$ cat config.mk
export PLATFORM = sky130hd
export DESIGN_NAME = tick_timer_with_countdown_irq
export DESIGN_NICKNAME = d
export VERILOG_FILES = /design/src/rtl/ttc_pkg.sv /design/src/rtl/ttc_core.sv /design/src/rtl/tick_timer_with_countdown_irq.sv
export SDC_FILE = /design/constraint.sdc
export NUM_CORES = 1
export LEC_CHECK = 0
export BUFFER_PORTS_ARGS = -buffer_cell sky130_fd_sc_hd__clkbuf_2
export CORE_AREA = 5 5 162 164
export DETAILED_ROUTE_END_ITERATION = 7
export DIE_AREA = 0 0 167 169
export REMOVE_ABC_BUFFERS = 1
export SLEW_MARGIN = 0
export SYNTH_ARGS = -nofsm -noshare
export SYNTH_HDL_FRONTEND = slang
export SYNTH_HIERARCHICAL = 1
export SYNTH_SLANG_ARGS = --single-unit
$ cat constraint.sdc
create_clock -name clk_i -period 3.4 [get_ports clk_i]
set_clock_uncertainty 0.1 [all_clocks]
set_input_delay 0.34 -clock clk_i [delete_from_list [all_inputs] [get_ports clk_i]]
set_output_delay 0.34 -clock clk_i [all_outputs]
set_load 0.02 [all_outputs]
$ cat src/rtl/ttc_pkg.sv
// ============================================================================
// ttc_pkg
// Shared types and constants for the tick timer with countdown interrupt.
// ============================================================================
`default_nettype none

package ttc_pkg;

  localparam int unsigned WordW    = 32;
  localparam int unsigned ReqW     = 2;
  localparam int unsigned IdxW     = 2;
  localparam int unsigned DivW     = 2;
  localparam int unsigned InUserW  = ReqW + IdxW;
  localparam int unsigned InDataW  = 32;
  localparam int unsigned OutDataW = 40;

  typedef enum logic [ReqW-1:0] {
    REQ_TICK  = 2'd0,
    REQ_READ  = 2'd1,
    REQ_WRITE = 2'd2
  } req_e;

  typedef enum logic [IdxW-1:0] {
    REG_TIME_HIGH = 2'd0,
    REG_TIME_LOW  = 2'd1,
    REG_COUNTDOWN = 2'd2,
    REG_CONTROL   = 2'd3
  } reg_e;

  // control word bit positions
  localparam int unsigned CtlEnableBit  = 0;
  localparam int unsigned CtlPendingBit = 1;
  localparam int unsigned CtlDivLsb     = 2;

  typedef struct packed {
    logic [ReqW-1:0]  req_type;
    logic [IdxW-1:0]  reg_index;
    logic [WordW-1:0] write_data;
  } ttc_req_t;

  typedef struct packed {
    logic [WordW-1:0] read_data;
    logic             irq_line;
  } ttc_rsp_t;

endpackage : ttc_pkg

`default_nettype wire

$ cat src/rtl/ttc_core.sv
// ============================================================================
// ttc_core
// Timer register file and the single-pass update for one item.
// ============================================================================
`default_nettype none

module ttc_core (
  input  wire logic              clk_i,
  input  wire logic              rst_ni,
  input  wire logic              en_i,
  input  wire ttc_pkg::ttc_req_t req_i,
  output      ttc_pkg::ttc_rsp_t rsp_o
);
  import ttc_pkg::*;

  logic [WordW-1:0] time_hi_q, time_hi_d;
  logic [WordW-1:0] time_lo_q, time_lo_d;
  logic [WordW-1:0] count_q, count_d;
  logic [WordW-1:0] reload_q, reload_d;
  logic             enable_q, enable_d;
  logic             pending_q, pending_d;
  logic [DivW-1:0]  div_q, div_d;
  logic [WordW-1:0] rd_data;
  logic [WordW-1:0] ctl_word;

  always_comb begin
    ctl_word                             = '0;
    ctl_word[CtlEnableBit]               = enable_q;
    ctl_word[CtlPendingBit]              = pending_q;
    ctl_word[CtlDivLsb +: DivW]          = div_q;
  end

  always_comb begin
    time_hi_d = time_hi_q;
    time_lo_d = time_lo_q;
    count_d   = count_q;
    reload_d  = reload_q;
    enable_d  = enable_q;
    pending_d = pending_q;
    div_d     = div_q;
    rd_data   = '0;
    unique case (req_i.req_type)
      REQ_TICK: begin
        time_lo_d = time_lo_q + WordW'(1);
        if (&time_lo_q) begin
          time_hi_d = time_hi_q + WordW'(1);
        end
        if (enable_q) begin
          if (count_q == '0) begin
            count_d   = reload_q;
            pending_d = 1'b1;
          end else begin
            count_d = count_q - WordW'(1);
          end
        end
      end
      REQ_READ: begin
        unique case (req_i.reg_index)
          REG_TIME_HIGH: rd_data = time_hi_q;
          REG_TIME_LOW:  rd_data = time_lo_q;
          REG_COUNTDOWN: rd_data = count_q;
          default:       rd_data = ctl_word;
        endcase
      end
      REQ_WRITE: begin
        unique case (req_i.reg_index)
          REG_TIME_HIGH: time_hi_d = req_i.write_data;
          REG_TIME_LOW:  time_lo_d = req_i.write_data;
          REG_COUNTDOWN: begin
            reload_d = req_i.write_data;
            count_d  = req_i.write_data;
          end
          default: begin
            enable_d = req_i.write_data[CtlEnableBit];
            if (req_i.write_data[CtlPendingBit]) begin
              pending_d = 1'b0;
            end
            div_d = req_i.write_data[CtlDivLsb +: DivW];
          end
        endcase
      end
      default: begin
        // unknown request: no state change
      end
    endcase
  end

  assign rsp_o.read_data = rd_data;
  assign rsp_o.irq_line  = pending_d;

  always_ff @(posedge clk_i or negedge rst_ni) begin
    if (!rst_ni) begin
      time_hi_q <= '0;
      time_lo_q <= '0;
      count_q   <= '0;
      reload_q  <= '0;
      enable_q  <= 1'b0;
      pending_q <= 1'b0;
      div_q     <= '0;
    end else if (en_i) begin
      time_hi_q <= time_hi_d;
      time_lo_q <= time_lo_d;
      count_q   <= count_d;
      reload_q  <= reload_d;
      enable_q  <= enable_d;
      pending_q <= pending_d;
      div_q     <= div_d;
    end
  end

endmodule : ttc_core

`default_nettype wire

$ cat src/rtl/tick_timer_with_countdown_irq.sv
// ============================================================================
// tick_timer_with_countdown_irq
// Timer peripheral: ticks, register reads and writes, countdown interrupt.
// ============================================================================
//  channel  dir  tuser                          tdata
//  s_axis   in   [1:0] req_type [3:2] reg_index [31:0] write_data
//  m_axis   out  -                              [31:0] read_data [32] irq_line
//
//  One result per item, through the input register, then the register-file
//  update and result register. One item per cycle sustained while m_axis is
//  not stalled; the register-file update in ttc_core is the only loop.
//  Reset clears all timer state and both pipeline valids.
//  A stalled output holds its item; input keeps flowing while the stage
//  ahead can move.
// ============================================================================
`default_nettype none

module tick_timer_with_countdown_irq (
  input  wire logic                           clk_i,
  input  wire logic                           rst_ni,
  input  wire logic                           s_axis_tvalid,
  output      logic                           s_axis_tready,
  input  wire logic [ttc_pkg::InDataW-1:0]    s_axis_tdata,  // [31:0] write_data
  input  wire logic [ttc_pkg::InUserW-1:0]    s_axis_tuser,  // [1:0] req_type, [3:2] reg_index
  output      logic                           m_axis_tvalid,
  input  wire logic                           m_axis_tready,
  output      logic [ttc_pkg::OutDataW-1:0]   m_axis_tdata   // [31:0] read_data, [32] irq_line
);
  import ttc_pkg::*;

  ttc_req_t in_q, in_d;
  logic     in_vld_q, in_vld_d;
  ttc_rsp_t out_q, rsp;
  logic     out_vld_q, out_vld_d;
  logic     s_acc;
  logic     adv;

  assign adv           = in_vld_q && (!out_vld_q || m_axis_tready);
  assign s_axis_tready = !in_vld_q || adv;
  assign s_acc         = s_axis_tvalid && s_axis_tready;

  always_comb begin
    in_d.req_type   = s_axis_tuser[ReqW-1:0];
    in_d.reg_index  = s_axis_tuser[ReqW +: IdxW];
    in_d.write_data = s_axis_tdata[WordW-1:0];
  end

  assign in_vld_d  = s_acc || (in_vld_q && !adv);
  assign out_vld_d = adv || (out_vld_q && !m_axis_tready);

  ttc_core u_core (
    .clk_i  (clk_i),
    .rst_ni (rst_ni),
    .en_i   (adv),
    .req_i  (in_q),
    .rsp_o  (rsp)
  );

  always_ff @(posedge clk_i or negedge rst_ni) begin
    if (!rst_ni) begin
      in_vld_q  <= 1'b0;
      out_vld_q <= 1'b0;
    end else begin
      in_vld_q  <= in_vld_d;
      out_vld_q <= out_vld_d;
    end
  end

  always_ff @(posedge clk_i) begin
    if (s_acc) begin
      in_q <= in_d;
    end
    if (adv) begin
      out_q <= rsp;
    end
  end

  assign m_axis_tvalid = out_vld_q;
  assign m_axis_tdata  = {{(OutDataW - WordW - 1){1'b0}}, out_q.irq_line, out_q.read_data};

endmodule : tick_timer_with_countdown_irq

`default_nettype wire

# --- Yosys cells after proc, flatten, opt, wreduce, memory -nomap -nowiden ---
# Cells that the tools add are included.
classes:
  add_sub_neg: 3
  n_eq_ne: 9
  n_mux: 15
  bitwise_logic: 1
  reduce_logical: 23
ops:
  columns: ["cell", "n"]
  rows:
  - ["two-way mux 32 bit", 6]
  - ["case mux 32 bit (2 select lines)", 3]
  - ["case mux 32 bit (3 select lines)", 1]
  - ["adder 32 x 1 -> 32 bit (second input constant)", 2]
  - ["zero test 32 bit", 1]
  - ["AND reduction 32 bit", 1]
  - ["subtractor 32 x 1 -> 32 bit (second input constant)", 1]
  - ["!= test 2 x 1 -> 1 bit (second input constant)", 5]
  - ["AND reduction 3 bit", 3]
  - ["AND reduction 4 bit", 2]
  - ["== test 2 x 1 -> 1 bit (second input constant)", 2]
  - ["== test 2 bit (second input constant)", 2]
  - ["logical AND 1 bit", 4]
  - ["zero test 1 bit", 4]
  - ["zero test 2 bit", 2]
  - ["logical OR 1 bit", 4]
  - ["two-way mux 1 bit", 4]
  - ["OR reduction 3 bit", 1]
  - ["case mux 1 bit (2 select lines)", 1]
  - ["nonzero test 2 bit", 1]
  - ["NOT 1 bit", 1]
word_totals:
  regBits: 203
  inputBits: 40
  output_inout_bits: 42
  word_cells: 65

# --- Depth between registers and ports, before layout ---
# Gate-level depths: netlist of the first run.
depth:
  word_depth: 6
  depth_mapped: 11

# --- Cells and area by module ---
# Netlist of the first run, hierarchy kept.
modules_own_cells:
  columns: ["module", "instances", "cells_each", "area_each_um2"]
  rows:
  - ["ttc_core", 1, 1076, 8689.6]
  - ["tick_timer_with_countdown_irq", 1, 85, 2232.1]

# --- Least setup slack after synthesis of the first run ---
# No wires, ideal clock.
synth_path:
  path_type: "flip-flop to flip-flop"
  startpoint: "reg out_vld_q (netlist: m_axis_tvalid)"
  endpoint: "reg u_core.count_q[12]"
  setup_time_ps: 87
  t_arrival_ps: 2945
  required_time_ps: 3213
  setup_slack_ps: 268
  path_stages_with_launch: 10
  n_path_buf: 2
  synth_period_minus_slack_ps: 3132
  cell_sequence: "dfrtp_1 > nand2b_1 > and2_1 > nor2b_1 > o21ai_0 > nor2_1 > clkbuf_1 > clkbuf_1 > nand2_1 > o211ai_1"
synth_via:
  elab_chain_cells: 4
synth_rtl:
  columns: ["element", "line", "source"]
  rows:
  - ["start, declared", "tick_timer_with_countdown_irq.sv:34", "logic out_vld_q, out_vld_d;"]
  - ["start signal, assigned", "tick_timer_with_countdown_irq.sv:65", "out_vld_q <= out_vld_d;"]
  - ["zero test 1 bit", "tick_timer_with_countdown_irq.sv:38", "assign adv = in_vld_q && (!out_vld_q || m_axis_tready);"]
  - ["logical OR 1 bit", "tick_timer_with_countdown_irq.sv:38", null]
  - ["logical AND 1 bit", "tick_timer_with_countdown_irq.sv:38", null]
  - ["named net adv", "tick_timer_with_countdown_irq.sv:36", "logic adv;"]
  - ["AND reduction 4 bit (no source line)", null, null]
  - ["end signal, assigned", "ttc_core.sv:103", "count_q <= count_d;"]
  - ["end, declared", "ttc_core.sv:18", "logic [WordW-1:0] count_q, count_d;"]
# The timed path passes the listed nets, and every way through them passes these cells.
# A chain may end at the register's enable or synchronous reset.

# --- Worst setup path after layout of the first run ---
layout_path:
  startpoint: "reg u_core.time_lo_q[0]"
  endpoint: "reg u_core.time_hi_q[7]"
layout_via:
  elab_chain_cells: 3
layout_rtl:
  columns: ["element", "line", "source"]
  rows:
  - ["start, declared", "ttc_core.sv:17", "logic [WordW-1:0] time_lo_q, time_lo_d;"]
  - ["start signal, assigned", "ttc_core.sv:102", "time_lo_q <= time_lo_d;"]
  - ["AND reduction 32 bit", "ttc_core.sv:45", "if (&time_lo_q) begin"]
  - ["!= test 2 x 1 -> 1 bit (no source line)", null, null]
  - ["AND reduction 4 bit (no source line)", null, null]
  - ["end signal, assigned", "ttc_core.sv:101", "time_hi_q <= time_hi_d;"]
  - ["end, declared", "ttc_core.sv:16", "logic [WordW-1:0] time_hi_q, time_hi_d;"]
# Every way passes these cells.

==> metrics.txt, run 1 <==
most common cell after layout, fill and taps aside=nand2_1; clock sink total=203; share of cells above drive strength 1=14.07%; Syn. warnings=6; crit end category=flip-flop; Max Fclk=345.3 MHz; Nets=1,293; RSZ-0062 raised after global routing=no; most frequent cells in the layout=nand2_1 (160), dfrtp_1 (134), a21oi_1 (103), nor2_1 (89), clkbuf_2 (73); Placer Congestion=0.9155; FFs w/ async S/R, synth=66.01%; Seq/Total Area, Yosys=49.67%; Mapped Area=0.01092 mm²; Hold WS=32.95 ps; Critical R2R Capture=u_core/time_hi_q[7]; Post-route DRC=0; wire per inst=21.47 µm; status=finished, final reports clean; leak pwr=5.213 nW; worst path bufs/invs=1; H-Tree Level Count=1; FF+latch count, synth=203; global-route wire length before repair=53.39 mm; Die ar.=0.02822 mm²; critical setup path kind=reg2reg; PortBufs=74; Avg Synthesized Cell Area=9.407 µm²; startpoint types=flip-flop; fin. max-slew vios=0; final setup vio count=0; Final TNS setup=0 ps; pre-CTS setup slack=567.7 ps; crit-path cells=ha_1 -> nand3_1 -> or4_1 -> o31ai_4 -> buf_4 -> o21ai_0 -> a22o_1; initial drt markers=1,048; fin worst setup slack=504.0 ps; Slew @ Worst Pin=874.1 ps; clock root cell=clkbuf_16; synthesized instance count=1,161; largest net degree at the start of global routing=89; crit path time final=2896 ps; ANT nets after route=0; Crit path arrival time=3200 ps; met1 wire length=15.61 mm; Post-Route Utilization=51.68%; largest stage delay on the critical path=730 ps; Synth cell types=72; global route total overflow=0; Hold Startpoint=m_axis_tready; CTS buffer count=23; DRT Pass-1 Iters=5; row count=58; worst-skew pair later-pin latency=520 ps; top sig layer=met4; Required @ worst endpoint=3700 ps; area grow syn2layout=17.09%; via count=9,752; Power Density=661.8 mW/mm²; Max IR drop VDD=0.3036 mV; Fill cells=2,267; worst r2r path cells=7; Reg2Reg Setup Slack=500 ps; initial core utilization=44.13%; worst reg2reg path startpoint=u_core/time_lo_q[0]; DR WL met2=15.01 mm; CORE AREA=0.02475 mm²; ys flop type=dfrtp_1; GR Util All Layers=23.61%; Die Y=169 µm; Hold Path Stages=3; post-CTS setup buffers=0; Worst path top cell family by delay=simple AND/OR/NAND/NOR gates; Worst slew margin=41.28%; vias per cell=6.114; Hold Path End=in_vld_q; WL final=34.24 mm; final worst-path cycle share=85.18%; initial antenna violation count=0; metal3 WL=2.743 mm; Crit-path slowest cell=or4_1; post-layout power=8.463 mW; CTS tree=done; vias in the first global route=9,218; I/O pin cnt=82; HPWL Detailed=23.80 mm; Worst-path clk slew=60 ps; critical path peak fanout=28; final hold vios=0; CTS Buffer Depth=3; Post-synth EDFFs=69; max_cap viols=0; # diodes=0; die width=167 µm; hold crit path type=in2reg; post-CTS sizing=0
-- where the power goes --
part	internal [mW]	total (mW)	switching (mW)
combinational	0.935	2.22	1.28
sequential	3.11	3.89	0.779
clock	1.34	2.36	1.02
total	5.38	8.46	3.08
-- worst min-delay path, stage by stage --
cell,delay (ps)
clkbuf_2,90
nand3b_4,120
nand2b_1,50
-- worst max-delay path by stage --
stage                              startpoint                  end  slack [ps]  cells past startpoint
final                     u_core/time_lo_q[0]  u_core/time_hi_q[7]         500                      7
after global routing      u_core/time_lo_q[0]  u_core/time_hi_q[7]         410                      7
after CTS                 u_core/time_lo_q[0]  u_core/time_hi_q[7]         550                      7
after detailed placement  u_core/time_lo_q[0]  u_core/time_hi_q[7]         570                      7
after global placement     u_core/count_q[18]    u_core/count_q[0]         630                      6
after floorplan                      in_q[32]    u_core/count_q[1]       -2120                      5
-- metal layers --
layer / track usage (%) / vias up
met1: 35.16 / 4752
met2: 36.14 / 423
met5: 0 / -
met3: 3.293 / 61
met4: 6.830 / 0
li1: - / 4516
-- what timing repair did --
item	CTS	global route
setup endpoints to repair	0	0
hold buffers	38	0
endpoints found under the hold margin	83	0
-- metrics by stage --
stage / instance area [µm²] / cells
5_1_grt: 12790 / 1595
3_5_place_dp: 11700 / 1516
2_1_floorplan: 10530 / 1071
3_3_place_gp: 11700 / 1516
6_report: 12790 / 1595
4_1_cts: 12790 / 1595
-- area by class of cell --
class                      instances  area [µm²]  area share (%)
sequential                       203        5425           42.42
multi-input combinational        852        5082           39.74
timing repair buffer             153        1102           8.620
clock buffer                      26       596.8           4.667
tap                              330       412.9           3.229
clock inverter                    15       108.9          0.8512
inverter                          16       60.06          0.4696
-- flip-flops by register name, indices dropped and copies added (netlist names) --
register	flops
in_q	36
m_axis_tdata	33
u_core/count_q	32
u_core/reload_q	32
u_core/time_hi_q	32
u_core/time_lo_q	32
u_core/div_q	2
in_vld_q	1
m_axis_tvalid	1
u_core/enable_q	1
u_core/pending_q	1
-- logic make-up after synthesis --
family / share of synthesized area (%)
XOR/XNOR: 0.8821
adder cells (fa/ha/maj): 0.4583
other: 0.03434
flip-flops: 49.67
AO/OA/AOI/OAI: 19.96
AND/OR/NAND/NOR: 20.04
multiplexers: 4.617
buffers and inverters: 4.342
-- Yosys cell counts (7+ instances only) --
library cell,instances,share of area (%)
a21oi_1,103,4.7
a22o_1,10,0.80
a22oi_1,12,0.82
a2bb2oi_1,10,0.80
a31oi_1,9,0.52
and3_1,17,0.97
and4_1,11,0.88
buf_1,7,0.24
buf_2,7,0.32
buf_4,8,0.55
clkbuf_1,72,2.5
dfrtp_1,134,31
edfxtp_1,69,19
inv_1,15,0.52
mux2i_1,38,3.5
nand2_1,160,5.5
nand3_1,30,1.4
nand4_1,25,1.4
nor2_1,90,3.1
nor3_1,36,1.6
nor4_1,23,1.3
o211ai_1,18,1.2
o21ai_0,65,3.0
o22ai_1,19,1.1
o31ai_1,15,1.0
o41ai_1,8,0.64
or3_1,12,0.69
or4_1,12,0.82
xor2_1,7,0.56
(Power assumes the default switching activity.)
==> run 2, diff against run 1 <==
Settings changed: CORE_AREA 5 5 162 164 to 5 5 124 215, DIE_AREA 0 0 167 169 to 0 0 129 220, REMOVE_ABC_BUFFERS 1 to default.
==> run 2 against run 1 <==
- the run now ends with DRC left
- register-to-register slack got worse by 30 ps
- first-iteration DRC count rose by 4.4%
- non-clock buffer count rose by 1
- power fell by 2.3%
- final cell count fell by 1.0%
- maximum frequency fell by 1.0%
- combinational power barely moved
- via count rose by 0.25%
- largest power group unchanged
==> metrics.txt, run 2 (synthesis results as in run 1) <==
most common cell after layout, fill and taps aside=nand2_1; Power Density=651.6 mW/mm²; die width=129 µm; area grow syn2layout=16.13%; Nets=1,292; initial core utilization=43.94%; CTS tree=done; dpl cell area=0.01167 mm²; wire per inst=21.89 µm; Final TNS setup=0 ps; global route total overflow=0; CORE AREA=0.02486 mm²; Required @ worst endpoint=3700 ps; crit end category=flip-flop; Fill cells=2,332; clock root cell=clkbuf_16; leak pwr=5.189 nW; PortBufs=74; status=finished with violations; CTS Buffer Depth=3; critical setup path kind=reg2reg; post-layout power=8.265 mW; Die ar.=0.02838 mm²; Worst-path clk slew=70 ps; Post-Route Utilization=51.03%; via count=9,776; Top reg by flops=in_q; Max IR drop VDD=0.4265 mV; WL final=34.57 mm; pre-CTS setup slack=510.3 ps; CTS buffer count=21; final setup vio count=0; crit path time final=2925 ps; row count=77; I/O pin cnt=82; fin. max-slew vios=0; vias in the first global route=9,474; RSZ-0062 raised after global routing=no; share of cells above drive strength 1=13.86%; fin worst setup slack=474.7 ps; cell area after layout=0.01268 mm²; most frequent cells in the layout=nand2_1 (160), dfrtp_1 (134), a21oi_1 (103), nor2_1 (89), clkbuf_2 (73); GR Util All Layers=24.14%; # diodes=0; ANT nets after route=0; max_cap viols=0; largest net degree at the start of global routing=59; HPWL Detailed=24.46 mm; post-CTS setup buffers=0; dpl cells=1,503; startpoint types=flip-flop; final hold vios=0; initial antenna violation count=0; Crit path arrival time=3230 ps; final worst-path cycle share=86.04%; H-Tree Level Count=1; worst-skew pair later-pin latency=530 ps; hold crit path type=in2reg; Placer Congestion=0.9347; Worst slew margin=18.08%; vias per cell=6.191; Hold WS=28.57 ps; clock sink total=203; Slew @ Worst Pin=1223 ps; failing checks=DRC; initial drt markers=1,094; global-route wire length before repair=53.43 mm; Max Fclk=341.8 MHz; Post-route DRC=1; max reg flops=36; DRT Pass-1 Iters=8; critical path peak fanout=13; Die Y=220 µm; Final Non-Filler Cells=1,579
==> run 2: cell count changes in the layout (fill, tap and decap cells not counted), moves of 2 or more <==
cell	before	now
clkbuf_16	23	21
clkinvlp_4	5	1
clkinv_1	4	6
buf_4	38	41
buf_12	3	1
clkbuf_8	1	3
==> run 2: repair_timing <==
item                       CTS  global route
gates resized for setup      0             0
setup endpoints to repair    0             0
hold endpoints to repair    93             0
hold buffers                38             0
==> run 2: worst max-delay path, stage by stage (launching register included) <==
cell and delay (ps):
dfrtp_1 460, ha_1 250, nand3_1 180, or4_1 740, o31a_1 520, buf_4 270, a211o_1 290
==> run 2: final cells by class <==
cell class                      instances  area, µm²  share of cell area, %
Inverter                               16      60.06                 0.4735
Clock inverter                         13      65.06                 0.5130
Multi-Input combinational cell        852       5082                  40.07
Sequential cell                       203       5425                  42.77
Tap cell                              316      395.4                  3.117
Timing Repair Buffer                  154       1085                  8.553
Clock buffer                           25      570.5                  4.498
==> run 2: path summary, 6_finish.rpt <==
kind	startpoint	end	slack, ps	depth (start not counted)
min reg2reg	u_core/reload_q[25]	u_core/reload_q[25]	370	2
max	u_core/time_lo_q[0]	u_core/time_hi_q[0]	470	6
min in group asynchronous	rst_ni	m_axis_tvalid	290	2
max in group asynchronous	rst_ni	u_core/reload_q[11]	2120	3
max reg2reg	u_core/time_lo_q[0]	u_core/time_hi_q[0]	470	6
min	m_axis_tready	m_axis_tvalid	30	3
==> run 2: report_power, final <==
part / total [mW] / internal (mW) / switching (mW)
combinational: 2.21 / 0.944 / 1.27
sequential: 3.87 / 3.11 / 0.766
clock: 2.18 / 1.20 / 0.985
==> run 2: layer usage <==
metal | GRT usage (%) | share of wire (%)
met4 | 13.10 | 5.3
met1 | 29.98 | 38
met2 | 40.89 | 50
met3 | 2.498 | 6.5
met5 | 0 | 0
==> run 3, diff against run 2 <==
Settings changed: BUFFER_PORTS_ARGS -buffer_cell sky130_fd_sc_hd__clkbuf_2 to default, DONT_BUFFER_PORTS from default to 1.
==> run 3 against run 2 <==
- the run ends with hold timing left
- largest cell class unchanged
- power increased by 0.81%
- die area unchanged
- global-route usage increased by 0.31 points
- cell area decreased by 2.5%
- final cell count decreased by 4.4%
- critical endpoint is now u_core/time_hi_q[19]
- via count decreased by 2.0%
- core utilization decreased by 1.3 points
- clock power increased by 4%
- critical path depth increased by 1
- count of clock-buffer cells in the layout decreased by 1
==> metrics.txt, run 3 (synthesis results as in run 1) <==
status=finished with violations; failing checks=hold timing; WL final=35.04 mm; Final TNS setup=0 ps; HPWL Detailed=24.71 mm; worst-skew pair later-pin latency=520 ps; RSZ-0062 raised after global routing=no; Max Fclk=342.2 MHz; Worst-path clk slew=60 ps; critical path peak fanout=16; Post-route DRC=0; startpoint types=flip-flop; GR Util All Layers=24.45%; leak pwr=4.910 nW; die width=129 µm; share of cells above drive strength 1=8.710%; final hold vios=134; via count=9,583; post-layout power=8.332 mW; Hold WS=-574.1 ps; fin. max-slew vios=0; CORE AREA=0.02486 mm²; most frequent cells in the layout=nand2_1 (160), dfrtp_1 (134), a21oi_1 (103), nor2_1 (89), edfxtp_1 (69); clock root cell=clkbuf_16; Slew @ Worst Pin=1273 ps; H-Tree Level Count=1; area grow syn2layout=13.22%; dpl cell area=0.01133 mm²; global-route wire length before repair=53.82 mm; initial drt markers=949; max reg flops=36; PortBufs=0; max_cap viols=0; Fill cells=2,317; initial antenna violation count=0; CTS buffer count=21; CTS tree=done; pre-CTS setup slack=570.9 ps; CTS Buffer Depth=3; post-CTS setup buffers=0; Power Density=673.8 mW/mm²; crit end category=flip-flop; Required @ worst endpoint=3730 ps; final setup vio count=0; Die Y=220 µm; Max IR drop VDD=0.3513 mV; critical setup path kind=reg2reg; final worst-path cycle share=85.96%; row count=77; vias per cell=6.346; I/O pin cnt=82; clock sink total=203; cell area after layout=0.01237 mm²; Nets=1,224; Die ar.=0.02838 mm²; # diodes=0; vias in the first global route=9,381; largest net degree at the start of global routing=135; hold crit path type=in2async; Top reg by flops=in_q; most common cell after layout, fill and taps aside=nand2_1; Worst slew margin=14.76%; global route total overflow=0; Hold-fix buffers, CTS=39; initial core utilization=43.94%; ANT nets after route=0; crit path time final=2923 ps; wire per inst=23.21 µm; Crit path arrival time=3250 ps; DRT Pass-1 Iters=5; Placer Congestion=0.9589; fin worst setup slack=477.4 ps
-- run 3: cell count changes in the layout (fill, tap and decap cells not counted), sizes merged --
cell         change
bufinv           +2
buf              +4
inv              -1
clkinvlp         -1
dlygate4sd3      +1
clkbuf          -74
-- run 3: where the power goes --
part | internal, mW | switching, mW
Clock | 1.28 | 0.992
Sequential | 3.11 | 0.827
Combinational | 0.920 | 1.20
Total | 5.31 | 3.02
-- run 3: path summary, 6_finish.rpt --
| path | start | endpoint | slack [ps] | cells after the start |
|---|---|---|---|---|
| setup / recovery | u_core/time_lo_q[1] | u_core/time_hi_q[19] | 480 | 7 |
| hold / removal | rst_ni | in_vld_q | -570 | 0 |
| setup reg to reg | u_core/time_lo_q[1] | u_core/time_hi_q[19] | 480 | 7 |
| hold reg to reg | u_core/reload_q[10] | u_core/reload_q[10] | 370 | 2 |
| max in group asynchronous | rst_ni | u_core/count_q[22] | 3480 | 0 |
| min in group clk_i | s_axis_tvalid | in_q[35] | 250 | 1 |
-- run 3: final cells by class --
class,count,area [µm²],share of cell area (%)
sequential,203,5425,43.87
multi-input combinational,852,5082,41.10
timing repair buffer,86,755.7,6.112
clock buffer,24,536.8,4.341
tap,316,395.4,3.197
clock inverter,13,110.1,0.8904
inverter,16,60.06,0.4857
-- run 3: metrics by stage --
| step | utilization (%) | instances |
|---|---|---|
| CTS | 49.75 | 1510 |
| global route | 49.75 | 1510 |
| global placement | 45.58 | 1434 |
| floorplan | - | 1167 |
| detailed placement | 45.58 | 1434 |
| finish | 49.75 | 1510 |
-- run 3: worst max-delay path, cell delays in order (launching register included) --
cell and delay, ps:
dfrtp_1 440, ha_1 240, nand3_1 160, or4_1 700
o31a_1 590, buf_4 300, a21oi_1 130, a2bb2oi_1 180
-- run 3: per-layer routing --
metal,up-vias,GRT usage (%),wire (µm)
met2,391,41.20,17390
met5,-,0,0
li1,4377,-,-
met4,0,12.68,1897
met1,4717,30.47,13600
met3,98,3.080,2147
-- run 3: repair_timing --
item                                    4_1_cts  5_1_grt
gates resized for setup                       0        0
hold endpoints to repair                    172      134
endpoints found under the setup margin        0        0
